### src/sv/qpt_pkg.sv
// ----------------------------------------------------------------------------
// qpt_pkg: shared types and constants of the qubit placement table
// Transaction payload structs, action codes and slot state codes.
// ----------------------------------------------------------------------------
package qpt_pkg;

  // Hard ceiling on the number of slots and qubits that the table can index.
  localparam int IDX_LIMIT = 64;
  localparam int IDX_W     = 6;
  localparam int CNT_W     = 7;

  // Action codes.
  localparam logic [3:0] ACT_ADD     = 4'd0;
  localparam logic [3:0] ACT_REMOVE  = 4'd1;
  localparam logic [3:0] ACT_SWAP    = 4'd2;
  localparam logic [3:0] ACT_TRIVIAL = 4'd3;
  localparam logic [3:0] ACT_PAIR    = 4'd4;
  localparam logic [3:0] ACT_NEXT    = 4'd5;
  localparam logic [3:0] ACT_CLEAR   = 4'd6;
  localparam logic [3:0] ACT_REM_ALL = 4'd7;
  localparam logic [3:0] ACT_CHECK   = 4'd8;

  // Program slot states.
  localparam logic [1:0] ST_EXCLUDED = 2'd0;
  localparam logic [1:0] ST_VIRTUAL  = 2'd1;
  localparam logic [1:0] ST_MAPPED   = 2'd2;

  // Configuration register indexes.
  localparam logic CFG_PROG = 1'b0;
  localparam logic CFG_PHYS = 1'b1;

  typedef struct packed {
    logic [3:0]       action;
    logic [IDX_W-1:0] prog_id;
    logic [IDX_W-1:0] phys_a;
    logic [IDX_W-1:0] phys_b;
  } in_t;

  typedef struct packed {
    logic             ok;
    logic [1:0]       prog_state;
    logic [IDX_W-1:0] prog_phys;
    logic             phys_busy;
    logic [IDX_W-1:0] phys_owner;
  } out_t;

endpackage

### src/sv/qubit_placement_table.sv
// ----------------------------------------------------------------------------
// qubit_placement_table: two-way placement table of program slots and qubits
// One transaction at a time; the next one is taken once the block is back in
// idle after issuing the result, and a stalled result holds the block.
// The walking actions are set by one sequencer that visits one table entry per
// step through target and owner RAMs with one read and one write port each.
// Synchronous reset: all slots excluded, all qubits free, config registers zero.
// ----------------------------------------------------------------------------
module qubit_placement_table #(
  parameter int PROG_SLOTS = 64,
  parameter int PHYS_SLOTS = 64
) (
  input  logic               clk,
  input  logic               rst,
  input  logic               in_valid,
  output logic               in_stall,
  input  qpt_pkg::in_t       in_data,
  output logic               out_valid,
  input  logic               out_stall,
  output qpt_pkg::out_t      out_data,
  input  logic               cfg_valid,
  output logic               cfg_ready,
  input  logic               cfg_index,
  input  logic [qpt_pkg::CNT_W-1:0] cfg_data
);

  localparam int W = qpt_pkg::IDX_W;
  localparam int C = qpt_pkg::CNT_W;
  localparam int N = qpt_pkg::IDX_LIMIT;
  localparam logic [C-1:0] PCAP = C'((PROG_SLOTS < N) ? PROG_SLOTS : N);
  localparam logic [C-1:0] QCAP = C'((PHYS_SLOTS < N) ? PHYS_SLOTS : N);

  localparam logic [4:0] S_IDLE = 5'd0;
  localparam logic [4:0] S_DISP = 5'd1;
  localparam logic [4:0] S_REM  = 5'd2;
  localparam logic [4:0] S_SW1  = 5'd3;
  localparam logic [4:0] S_SW2  = 5'd4;
  localparam logic [4:0] S_SW3  = 5'd5;
  localparam logic [4:0] S_TMC  = 5'd6;
  localparam logic [4:0] S_TMM  = 5'd7;
  localparam logic [4:0] S_ANS  = 5'd8;
  localparam logic [4:0] S_CKA  = 5'd9;
  localparam logic [4:0] S_CKA2 = 5'd10;
  localparam logic [4:0] S_CKA3 = 5'd11;
  localparam logic [4:0] S_CKB  = 5'd12;
  localparam logic [4:0] S_CKB2 = 5'd13;
  localparam logic [4:0] S_CKB3 = 5'd14;
  localparam logic [4:0] S_FIN  = 5'd15;
  localparam logic [4:0] S_OUT  = 5'd16;

  logic [4:0]   state, state_next;
  qpt_pkg::in_t item, item_next;
  logic [C-1:0] prog_cfg, phys_cfg;
  logic [1:0]   slot_st [N], slot_st_next [N];
  logic [N-1:0] busy, busy_next;
  logic [C-1:0] idx, idx_next, jdx, jdx_next;
  logic [C-1:0] nv, nv_next, nf, nf_next;
  logic [W-1:0] oa, oa_next, ob, ob_next;
  logic         ok, ok_next;
  qpt_pkg::out_t out_reg, out_reg_next;
  logic         out_valid_next;

  // Target and owner memories with registered reads.
  logic [W-1:0] tgt_mem [N];
  logic [W-1:0] own_mem [N];
  logic [W-1:0] tgt_rd, own_rd, tgt_ra, own_ra, tgt_wa, own_wa, tgt_wd, own_wd;
  logic         tgt_we, own_we;

  logic [C-1:0] p_eff, q_eff;
  logic [1:0]   st_look;
  logic         busy_look;

  // Effective counts are the smallest of register, parameter and ceiling.
  always_comb begin
    p_eff = (prog_cfg < PCAP) ? prog_cfg : PCAP;
    q_eff = (phys_cfg < QCAP) ? phys_cfg : QCAP;
  end

  always_ff @(posedge clk) begin
    if (tgt_we) begin
      tgt_mem[tgt_wa] <= tgt_wd;
    end
    if (own_we) begin
      own_mem[own_wa] <= own_wd;
    end
    tgt_rd <= tgt_mem[tgt_ra];
    own_rd <= own_mem[own_ra];
  end

  assign in_stall  = (state != S_IDLE);
  assign cfg_ready = 1'b1;
  assign out_data  = out_reg;

  // Lookup of the result fields after the action.
  always_comb begin
    st_look   = ({1'b0, item.prog_id} < p_eff) ? slot_st[item.prog_id]
                                               : qpt_pkg::ST_EXCLUDED;
    busy_look = ({1'b0, item.phys_a} < q_eff) ? busy[item.phys_a] : 1'b0;
  end

  // Sequencer: one table entry is visited per step.
  always_comb begin
    state_next     = state;
    item_next      = item;
    slot_st_next   = slot_st;
    busy_next      = busy;
    idx_next       = idx;
    jdx_next       = jdx;
    nv_next        = nv;
    nf_next        = nf;
    oa_next        = oa;
    ob_next        = ob;
    ok_next        = ok;
    out_reg_next   = out_reg;
    out_valid_next = out_valid && out_stall;
    tgt_ra = item.prog_id;
    own_ra = item.phys_a;
    tgt_we = 1'b0;
    own_we = 1'b0;
    tgt_wa = '0;
    own_wa = '0;
    tgt_wd = '0;
    own_wd = '0;
    case (state)
      S_IDLE: begin
        if (in_valid) begin
          item_next  = in_data;
          state_next = S_DISP;
        end
      end
      S_DISP: begin
        ok_next    = 1'b0;
        idx_next   = '0;
        jdx_next   = '0;
        nv_next    = '0;
        nf_next    = '0;
        state_next = S_FIN;
        case (item.action)
          qpt_pkg::ACT_ADD: begin
            if ({1'b0, item.prog_id} < p_eff &&
                slot_st[item.prog_id] == qpt_pkg::ST_EXCLUDED) begin
              slot_st_next[item.prog_id] = qpt_pkg::ST_VIRTUAL;
              ok_next = 1'b1;
            end
          end
          qpt_pkg::ACT_REMOVE: begin
            if ({1'b0, item.prog_id} < p_eff) begin
              ok_next = 1'b1;
              if (slot_st[item.prog_id] == qpt_pkg::ST_MAPPED) begin
                state_next = S_REM;
              end else begin
                slot_st_next[item.prog_id] = qpt_pkg::ST_EXCLUDED;
              end
            end
          end
          qpt_pkg::ACT_SWAP: begin
            if ({1'b0, item.phys_a} < q_eff && {1'b0, item.phys_b} < q_eff &&
                item.phys_a != item.phys_b) begin
              ok_next    = 1'b1;
              state_next = S_SW1;
            end
          end
          qpt_pkg::ACT_TRIVIAL: begin
            state_next = S_TMC;
          end
          qpt_pkg::ACT_PAIR: begin
            if ({1'b0, item.prog_id} < p_eff && {1'b0, item.phys_a} < q_eff &&
                p_eff <= q_eff) begin
              ok_next = 1'b1;
              if (slot_st[item.prog_id] == qpt_pkg::ST_VIRTUAL) begin
                slot_st_next[item.prog_id] = qpt_pkg::ST_MAPPED;
                busy_next[item.phys_a]     = 1'b1;
                tgt_we = 1'b1;
                tgt_wa = item.prog_id;
                tgt_wd = item.phys_a;
                own_we = 1'b1;
                own_wa = item.phys_a;
                own_wd = item.prog_id;
              end
            end
          end
          qpt_pkg::ACT_NEXT: begin
            if ({1'b0, item.phys_a} < q_eff) begin
              ok_next = 1'b1;
              if (!busy[item.phys_a]) begin
                state_next = S_ANS;
              end
            end
          end
          qpt_pkg::ACT_CLEAR: begin
            for (int i = 0; i < N; i++) begin
              if (C'(i) < p_eff) begin
                slot_st_next[i] = qpt_pkg::ST_VIRTUAL;
              end
            end
            busy_next = '0;
            ok_next   = 1'b1;
          end
          qpt_pkg::ACT_REM_ALL: begin
            for (int i = 0; i < N; i++) begin
              slot_st_next[i] = qpt_pkg::ST_EXCLUDED;
            end
            busy_next = '0;
            ok_next   = 1'b1;
          end
          qpt_pkg::ACT_CHECK: begin
            ok_next    = 1'b1;
            state_next = S_CKA;
          end
          default: begin
            ok_next = 1'b0;
          end
        endcase
      end
      // Removal of a mapped slot frees its qubit.
      S_REM: begin
        busy_next[tgt_rd]          = 1'b0;
        slot_st_next[item.prog_id] = qpt_pkg::ST_EXCLUDED;
        state_next                 = S_FIN;
      end
      // Swap: fetch both owners, then move them across in two write steps.
      S_SW1: begin
        oa_next    = own_rd;
        own_ra     = item.phys_b;
        state_next = S_SW2;
      end
      S_SW2: begin
        ob_next = own_rd;
        if (busy[item.phys_a]) begin
          tgt_we = 1'b1;
          tgt_wa = oa;
          tgt_wd = item.phys_b;
        end
        own_we     = 1'b1;
        own_wa     = item.phys_a;
        own_wd     = own_rd;
        state_next = S_SW3;
      end
      S_SW3: begin
        if (busy[item.phys_b]) begin
          tgt_we = 1'b1;
          tgt_wa = ob;
          tgt_wd = item.phys_a;
        end
        own_we                 = 1'b1;
        own_wa                 = item.phys_b;
        own_wd                 = oa;
        busy_next[item.phys_a] = busy[item.phys_b];
        busy_next[item.phys_b] = busy[item.phys_a];
        state_next             = S_FIN;
      end
      // Trivial mapping: count virtual slots and free qubits.
      S_TMC: begin
        if (idx < p_eff && slot_st[idx[W-1:0]] == qpt_pkg::ST_VIRTUAL) begin
          nv_next = nv + C'(1);
        end
        if (idx < q_eff && !busy[idx[W-1:0]]) begin
          nf_next = nf + C'(1);
        end
        idx_next = idx + C'(1);
        if (idx == C'(N - 1)) begin
          idx_next = '0;
          if (nf_next >= nv_next) begin
            ok_next    = 1'b1;
            state_next = S_TMM;
          end else begin
            state_next = S_FIN;
          end
        end
      end
      // Then pair virtual slots with free qubits in ascending order.
      S_TMM: begin
        if (idx >= p_eff) begin
          state_next = S_FIN;
        end else if (slot_st[idx[W-1:0]] != qpt_pkg::ST_VIRTUAL) begin
          idx_next = idx + C'(1);
        end else if (jdx >= q_eff) begin
          state_next = S_FIN;
        end else if (busy[jdx[W-1:0]]) begin
          jdx_next = jdx + C'(1);
        end else begin
          slot_st_next[idx[W-1:0]] = qpt_pkg::ST_MAPPED;
          busy_next[jdx[W-1:0]]    = 1'b1;
          tgt_we   = 1'b1;
          tgt_wa   = idx[W-1:0];
          tgt_wd   = jdx[W-1:0];
          own_we   = 1'b1;
          own_wa   = jdx[W-1:0];
          own_wd   = idx[W-1:0];
          idx_next = idx + C'(1);
        end
      end
      // Assign next: the lowest virtual slot takes the given qubit.
      S_ANS: begin
        if (idx >= p_eff) begin
          state_next = S_FIN;
        end else if (slot_st[idx[W-1:0]] == qpt_pkg::ST_VIRTUAL) begin
          slot_st_next[idx[W-1:0]] = qpt_pkg::ST_MAPPED;
          busy_next[item.phys_a]   = 1'b1;
          tgt_we     = 1'b1;
          tgt_wa     = idx[W-1:0];
          tgt_wd     = item.phys_a;
          own_we     = 1'b1;
          own_wa     = item.phys_a;
          own_wd     = idx[W-1:0];
          state_next = S_FIN;
        end else begin
          idx_next = idx + C'(1);
        end
      end
      // Check, first pass: every mapped slot is owned back by its qubit.
      S_CKA: begin
        tgt_ra = idx[W-1:0];
        if (idx >= p_eff) begin
          idx_next   = '0;
          state_next = S_CKB;
        end else if (slot_st[idx[W-1:0]] == qpt_pkg::ST_MAPPED) begin
          state_next = S_CKA2;
        end else begin
          idx_next = idx + C'(1);
        end
      end
      S_CKA2: begin
        own_ra = tgt_rd;
        if ({1'b0, tgt_rd} >= q_eff || !busy[tgt_rd]) begin
          ok_next    = 1'b0;
          state_next = S_FIN;
        end else begin
          state_next = S_CKA3;
        end
      end
      S_CKA3: begin
        if (own_rd != idx[W-1:0]) begin
          ok_next    = 1'b0;
          state_next = S_FIN;
        end else begin
          idx_next   = idx + C'(1);
          state_next = S_CKA;
        end
      end
      // Second pass: every busy qubit points at a slot mapped back to it.
      S_CKB: begin
        own_ra = idx[W-1:0];
        if (idx >= q_eff) begin
          state_next = S_FIN;
        end else if (busy[idx[W-1:0]]) begin
          state_next = S_CKB2;
        end else begin
          idx_next = idx + C'(1);
        end
      end
      S_CKB2: begin
        tgt_ra = own_rd;
        if ({1'b0, own_rd} >= p_eff || slot_st[own_rd] != qpt_pkg::ST_MAPPED) begin
          ok_next    = 1'b0;
          state_next = S_FIN;
        end else begin
          state_next = S_CKB3;
        end
      end
      S_CKB3: begin
        if (tgt_rd != idx[W-1:0]) begin
          ok_next    = 1'b0;
          state_next = S_FIN;
        end else begin
          idx_next   = idx + C'(1);
          state_next = S_CKB;
        end
      end
      // Lookup reads are issued here and land before the result is built.
      S_FIN: begin
        state_next = S_OUT;
      end
      S_OUT: begin
        if (!out_valid || !out_stall) begin
          out_reg_next.ok         = ok;
          out_reg_next.prog_state = st_look;
          out_reg_next.prog_phys  = (st_look == qpt_pkg::ST_MAPPED) ? tgt_rd : '0;
          out_reg_next.phys_busy  = busy_look;
          out_reg_next.phys_owner = busy_look ? own_rd : '0;
          out_valid_next          = 1'b1;
          state_next              = S_IDLE;
        end
      end
      default: begin
        state_next = S_IDLE;
      end
    endcase
  end

  // Control, table state and configuration registers.
  always_ff @(posedge clk) begin
    if (rst) begin
      state     <= S_IDLE;
      out_valid <= 1'b0;
      busy      <= '0;
      prog_cfg  <= '0;
      phys_cfg  <= '0;
      for (int i = 0; i < N; i++) begin
        slot_st[i] <= qpt_pkg::ST_EXCLUDED;
      end
    end else begin
      state     <= state_next;
      out_valid <= out_valid_next;
      busy      <= busy_next;
      slot_st   <= slot_st_next;
      if (cfg_valid && cfg_ready) begin
        if (cfg_index == qpt_pkg::CFG_PROG) begin
          prog_cfg <= cfg_data;
        end else begin
          phys_cfg <= cfg_data;
        end
      end
    end
  end

  // Working payload registers.
  always_ff @(posedge clk) begin
    item    <= item_next;
    idx     <= idx_next;
    jdx     <= jdx_next;
    nv      <= nv_next;
    nf      <= nf_next;
    oa      <= oa_next;
    ob      <= ob_next;
    ok      <= ok_next;
    out_reg <= out_reg_next;
  end

endmodule
### config.mk
export PLATFORM = sky130hd
export DESIGN_NAME = qubit_placement_table
export DESIGN_NICKNAME = d
export VERILOG_FILES = /design/src/sv/qpt_pkg.sv /design/src/sv/qubit_placement_table.sv
export SDC_FILE = /design/constraint.sdc
export NUM_CORES = 2
export LEC_CHECK = 0
export BUFFER_PORTS_ARGS = -buffer_cell sky130_fd_sc_hd__buf_2
export CORE_ASPECT_RATIO = 1.75
export CORE_MARGIN = 2
export CORE_UTILIZATION = 37
export DETAILED_ROUTE_END_ITERATION = 6
export PLACE_DENSITY_LB_ADDON = 0.05
export REMOVE_ABC_BUFFERS = 1
export SKIP_LAST_GASP = 1
export SLEW_MARGIN = 25
export SYNTH_ARGS = -nofsm -noshare
export SYNTH_HDL_FRONTEND = slang
export SYNTH_SLANG_ARGS = --single-unit
### constraint.sdc
create_clock -name clk -period 6.1 [get_ports clk]
set_input_delay 0.305 -clock clk [delete_from_list [all_inputs] [get_ports clk]]
set_output_delay 0.305 -clock clk [all_outputs]
set_load 0.05 [all_outputs]
After elaboration in Yosys (flattened, before gate mapping). Memory sizes are Yosys's and may differ from the RTL's. A register that Yosys moved wholly into a read port is not among the register bits. Cells that the tools add are included.

Memories: 2. Logic and storage cells: 677. Bits in writable memories: 768. Output and inout port bits: 19. Register bits after elaboration: 291.

Memories: own_mem (depth 64, width 6, read ports 1, clocked after memory_dff 1, wr ports 1, RTL line qubit_placement_table.sv:65) `logic [W-1:0] own_mem [N];`; tgt_mem (depth 64, width 6, read ports 1, clocked after memory_dff 1, wr ports 1, RTL line qubit_placement_table.sv:64) `logic [W-1:0] tgt_mem [N];`.

Reductions and logical operators: 108. Add/subtract/negate cells: 4. Bitwise gates (word level): 19. Muxes and demuxes: 233. Eq/ne operators: 134. $lt $le $gt $ge: 92.

Operator list (count): 128-bit 2-to-1 mux (11); 14-bit AND reduction (64); 128-bit one-hot mux with 5 select lines (1); 64-bit 2-to-1 mux (8); 128-bit one-hot mux with 4 select lines (1); 64-bit OR (5); 64-bit one-hot mux with 5 select lines (1); 64-bit AND (4); 64-bit inverter (4); 3-bit != test (second input constant) (78); 6-bit by 7-bit less-than comparator with 1-bit output (first input constant) (32); 7-bit 2-to-1 mux (23); 2-bit 2-to-1 mux (74); 6-bit 2-to-1 mux (22); 128-bit AND (1); 64-bit bitwise mux (2); 128-bit inverter (1); 64-bit one-hot mux with 2 select lines (1); 6-bit one-hot mux with 5 select lines (4); 5-bit by 7-bit less-than comparator with 1-bit output (first input constant) (16); 5-bit one-hot mux with 16 select lines (1); 5-bit 2-to-1 mux (12); 4-bit by 7-bit less-than comparator with 1-bit output (first input constant) (8); 7-bit one-hot mux with 8 select lines (1); other kinds (65) (215).

Longest topological paths before layout.
Depth in word-level cells: 12. Mapped depth: 24.

Worst setup path after synthesis. OpenSTA, ideal clock, no wires.

Path type: register to register. Start point: register idx[0]. End point: register ok, enable pin. Stages on the path, launching flop included: 21. Buffers on the path: 4. Clock period less this slack: 4.695 ns. Path slack: 1.405 ns. Data arrival time: 4.447 ns. Setup time: 0.248 ns. Cells stage by stage: edfxtp_1 > buf_2 > buf_6 > buf_2 > buf_4 > mux2_2 > a221o_1 > a222oi_1 > nor2_1 > nor4_1 > o211a_1 > mux2_2 > ha_1 > a21o_1 > a21o_1 > a21o_1 > a21oi_1 > nor2b_1 > o21ai_0 > nand2_1 > o311a_1.

Longest elaborated chain between the ends: 11. Elaborated cells between the ends (all ways): 25. Classes of those cells: 3 x order compare; 8 x eq/ne; 9 x mux; 1 x bitwise; 4 x reduce/logical.

RTL lines: from (decl) (RTL line qubit_placement_table.sv:56) `logic [C-1:0] idx, idx_next, jdx, jdx_next;`; from (signal assigned) (RTL line qubit_placement_table.sv:420) `idx <= idx_next;`; 6-bit inverter with 7-bit output (implied by the code) (RTL line qubit_placement_table.sv:254) `if (idx < p_eff && slot_st[idx[W-1:0]] == qpt_pkg::ST_VIRTUAL) begin`; 2-bit binary-select mux with 6-bit select (RTL line qubit_placement_table.sv:254); 2-bit 2-to-1 mux (implied by the code) (2 in a row) (RTL line qubit_placement_table.sv:254); 2-bit by 1-bit == test with 1-bit output (RTL line qubit_placement_table.sv:254); 1-bit logical AND (RTL line qubit_placement_table.sv:254); 7-bit 2-to-1 mux (RTL line qubit_placement_table.sv:254); 7-bit 2-to-1 mux (RTL line qubit_placement_table.sv:124) `case (state)`; 7-bit >= comparator (RTL line qubit_placement_table.sv:263) `if (nf_next >= nv_next) begin`; 2-bit != test (no line); 7-bit AND reduction (no line) (*); to (signal assigned) (RTL line qubit_placement_table.sv:426) `ok <= ok_next;`; to (decl) (RTL line qubit_placement_table.sv:59) `logic ok, ok_next;`.

Every way passes the cells marked *; elsewhere a longest branch is shown, timed or not. The select of a mux whose other input is x is not followed. A chain may end at the register's enable or synchronous reset.

Worst setup path in the final report.
Start point: register item[13] (netlist name). End point: memory own_mem[59][4] (netlist name), enable pin.

Longest elaborated chain between the ends: 11. Elaborated cells between the ends (all ways): 18. Classes of those cells: 1 x order compare; 1 x eq/ne; 13 x mux; 1 x bitwise; 2 x reduce/logical.

RTL lines: from (decl) (RTL line qubit_placement_table.sv:52) `qpt_pkg::in_t item, item_next;`; from (signal assigned) (RTL line qubit_placement_table.sv:419) `item <= item_next;`; 6-bit inverter with 7-bit output (implied by the code) (RTL line qubit_placement_table.sv:170) `if (slot_st[item.prog_id] == qpt_pkg::ST_VIRTUAL) begin`; 2-bit binary-select mux with 6-bit select (RTL line qubit_placement_table.sv:170); 2-bit 2-to-1 mux (implied by the code) (2 in a row) (RTL line qubit_placement_table.sv:170); 2-bit by 1-bit == test with 1-bit output (RTL line qubit_placement_table.sv:170); 1-bit 2-to-1 mux (RTL line qubit_placement_table.sv:170); 1-bit 2-to-1 mux (RTL line qubit_placement_table.sv:167) `if ({1'b0, item.prog_id} < p_eff && {1'b0, item.phys_a} < q_eff &&`; 1-bit 2-to-1 mux (RTL line qubit_placement_table.sv:138) `case (item.action)`; 1-bit one-hot mux with 4 select lines (RTL line qubit_placement_table.sv:124); 1-bit 2-to-1 mux (RTL line qubit_placement_table.sv:83) `if (own_we) begin`; 1-bit 2-to-1 mux (implied by the code) (RTL line qubit_placement_table.sv:84) `own_mem[own_wa] <= own_wd;`; to (decl) (RTL line qubit_placement_table.sv:65).

Parallel ways exist; a longest one is shown, timed or not. The select of a mux whose other input is x is not followed.

==> metrics.md <==
| Metric | Value |
|---|---|
| Arr. time, crit path | `6.22 ns` |
| Std-Cell Core Area | `161000 µm²` |
| Max H-tree Level | `3` |
| Max-slew violation count | `0` |
| DR DRC count | `9` |
| Final WL | `297 mm` |
| Main synth FF type | `edfxtp_1` |
| Final non-filler cell area | `68200 µm²` |
| CTS Root Cell | `clkbuf_16` |
| Hold Path Class | `input port to flop` |
| Routed vias/inst | `6.65` |
| CTS hold repair buffers | `34` |
| I/O pin count | `54` |
| Switching share of power | `46.3%` |
| CTS tree | `yes` |
| Area share of the largest cell type after synthesis | `42.5%` |
| Leakage power | `23.0 nW` |
| Slew margin rel. | `24.4%` |
| Power per Cell Area | `485 nW/µm²` |
| GRT Overall Usage | `35.4%` |
| Port bufs | `52` |
| Largest net degree at the start of global routing | `193` |
| Global route overflow | `0` |
| CTS max path bufs | `3` |
| Placed inst area | `64000 µm²` |
| Via count | `53200` |
| Slowest cell on the critical path | `or4_1` |
| CP Launch Type | `flop` |
| Maximum vdd ir drop | `0.320 mV` |
| Status | `complete, but fails checks` |
| Cells after Synth | `5764` |
| Int Power | `17.7 mW` |
| Final Setup Violations | `0` |
| Clock slew at reported path FFs | `0.08 ns` |
| CP max FO | `18` |
| Clk_lat worst skew | `0.80 ns` |
| Worst path max stage delay | `0.78 ns` |
| Top post-synthesis cells by area | `edfxtp_1, dfxtp_1, mux4_2` |
| Die W | `308 µm` |
| Fmax | `0.171 GHz` |
| Worst Slack Setup Final | `0.269 ns` |
| Final Cycle Share | `95.6%` |
| Setup bufs post-CTS | `0` |
| Reg power frac | `31.7%` |
| Initial core utilization | `37.2%` |
| Violated checks | `DRC` |
| Net Sw Power | `15.3 mW` |
| Height of the die | `536 µm` |
| Post-synthesis sequential area ratio | `50.0%` |
| Worst setup EP type | `flop` |
| Die area | `165000 µm²` |
| Worst path cell trace | `nor2b_1 > a221o_1 > a22oi_1 > o2111ai_1 > or4_1 > nor4_2 > a211o_1 > buf_4 > a221oi_4 > or3b_1 > nor2_1` |
| Combinational power share | `46.9%` |
| TritonCTS Buffers | `105` |
| Unrepaired setup endpoints after global routing | `false` |
| DP Wirelength | `210 mm` |
| # fillers | `15500` |
| CTS resizes | `0` |
| # clock sinks | `1071` |
| Yosys reg bits | `1071` |
| CP required | `6.49 ns` |
| Global-route wire length before repair | `411 mm` |
| Mapped cell area | `59800 µm²` |
| Clk pwr share | `21.5%` |
| WL/cell | `37.1 µm` |
| Post-synth ARST share | `0%` |
| Category of the most critical setup path | `flop to flop` |
| # rows | `195` |
| DR iter-0 viols | `6191` |
| Area grow syn2layout | `13.9%` |
| Yosys cell types | `96` |
| Fin. Hold Viols | `0` |
| Syn avg cell area | `10.4 µm²` |
| Pre-CTS setup slack | `0.597 ns` |
| Initial antenna violation count | `16` |
| NumNets Final | `5922` |
| Vias in the first global route | `52400` |
| Ratio of cells with drive above 1 in the final layout | `15.5%` |
| Setup Skew | `0.0691 ns` |
| Synth Warn # | `0` |
| Max Cap Viol | `0` |
| Tmin final | `5.83 ns` |
| Yosys top cell by area | `edfxtp_1` |
| Routed Antenna Nets | `0` |
| DR pass1 iterations | `7` |
| EDFF count, synth | `847` |
| Final Wtd Congestion | `1.07` |
| Least-Margin Pin Slew | `1.13 ns` |
## critical path: cells and delay by family (launching register included)
family                 cells  cell delay (ns)
flip-flops                 1             0.70
AND/OR/NAND/NOR            5             3.13
AO/OA/AOI/OAI              5             1.41
buffers and inverters      1             0.20
## state kept, by name (all words and copies together), names as in the netlist, 7 cells and up
name / cells
phys_cfg: 7
slot_st: 128
out_data: 16
prog_cfg: 7
nf: 7
nv: 7
tgt_mem: 384
own_mem: 384
busy: 64
jdx: 7
idx: 7
item: 22
## layout by cell type (no fill, tap or decap), types with 91 or more instances in the layout
cell type / count
edfxtp_1: 847
nand3_1: 117
a31oi_1: 115
dfxtp_1: 221
clkbuf_16: 109
nor2_1: 502
a211oi_1: 230
o21ai_0: 430
nand2_1: 468
o22ai_1: 118
a21oi_1: 429
a311oi_1: 100
buf_4: 337
nor3_1: 104
mux4_2: 157
nor2b_1: 91
mux2i_1: 119
and2_1: 143
## cell type report
cell class	instances	area [µm²]	area share, %
clock buffer	126	2860	4.20
sequential	1071	29900	43.9
multi-input combinational	4118	27900	40.9
clock inverter	74	847	1.24
inverter	70	263	0.385
tap	2068	2590	3.80
antenna	8	20.0	0.0294
timing repair buffer	455	3760	5.51
## logic make-up (layout without fill, tap and decap cells)
logic type	Yosys count	count (layout)	share of synthesized area [%]
compound gates	1935	1935	21.3
fa+ha+maj	66	66	1.38
simple gates	1753	1753	14.1
flops	1071	1071	50.0
xor+xnor	40	40	0.585
other cells	1	9	0.00627
buf+inv	575	725	3.84
mux	323	323	8.78
## power groups by stage
| stage | registers, mW | clock network [mW] | logic, mW |
|---|---|---|---|
| 2_1_floorplan | 10.2 | 0 | 8.04 |
| 3_3_place_gp | 10.5 | 0 | 14.9 |
| 3_5_place_dp | 10.5 | 0 | 14.9 |
| 4_1_cts | 10.4 | 7.21 | 15.0 |
| 5_1_grt | 10.4 | 7.46 | 16.2 |
| 6_report | 10.5 | 7.10 | 15.5 |
## metrics by stage
stage / std cells / hold slack (ns) / utilization, % / TNS, ns / power (mW)
after detailed placement: 7742 / 0.450 / 39.7 / 0 / 25.5
after CTS: 7976 / 0.201 / 42.3 / 0 / 32.6
after global placement: 7742 / 0.455 / 39.7 / 0 / 25.5
after global routing: 7983 / 0.226 / 42.3 / 0 / 34.1
final: 7990 / 0.240 / 42.3 / 0 / 33.1
after floorplan: 5259 / 0.374 / - / -553.47 / 18.2
## cell usage after synthesis, drive strengths merged (17+ instances only)
library cell,count
o221ai,66
o211ai,73
nor3,112
nor3b,50
a21oi,434
dfxtp,224
o32ai,20
clkbuf,394
and2,154
a21o,24
mux2i,119
nand2,473
a221o,31
o22ai,118
nand4,17
and3,42
xnor2,17
edfxtp,847
a311oi,100
o21ai,444
xor2,23
a221oi,65
buf,111
o31ai,28
mux4,157
nor4,28
nand3,117
inv,63
ha,66
a22oi,36
or3,27
a211oi,231
nor2b,92
nor2,515
a31oi,116
nand2b,35
nand3b,32
mux2,47
## path summary, 6_finish.rpt
kind	from	end	slack, ns	cells after the start
worst max-delay path	item[13]$_DFFE_PP_	own_mem[59][4]$_DFFE_PP_	0.27	11
worst min-delay path	in_data[4]	item[4]$_DFFE_PP_	0.24	2
worst max register to register	item[13]$_DFFE_PP_	own_mem[59][4]$_DFFE_PP_	0.27	11
worst min register to register	phys_cfg[2]$_SDFFE_PP0P_	phys_cfg[2]$_SDFFE_PP0P_	0.46	2
## routing by layer
| layer | GRT usage [%] | vias to the layer above | wire length (µm) |
|---|---|---|---|
| met4 | 29.9 | 12 | 30900 |
| met5 | 0 | - | 71 |
| met1 | 37.4 | 26300 | 99500 |
| met2 | 59.6 | 3125 | 143000 |
| li1 | - | 22500 | - |
| met3 | 8.05 | 1215 | 23600 |
(Power assumes the default switching activity.)
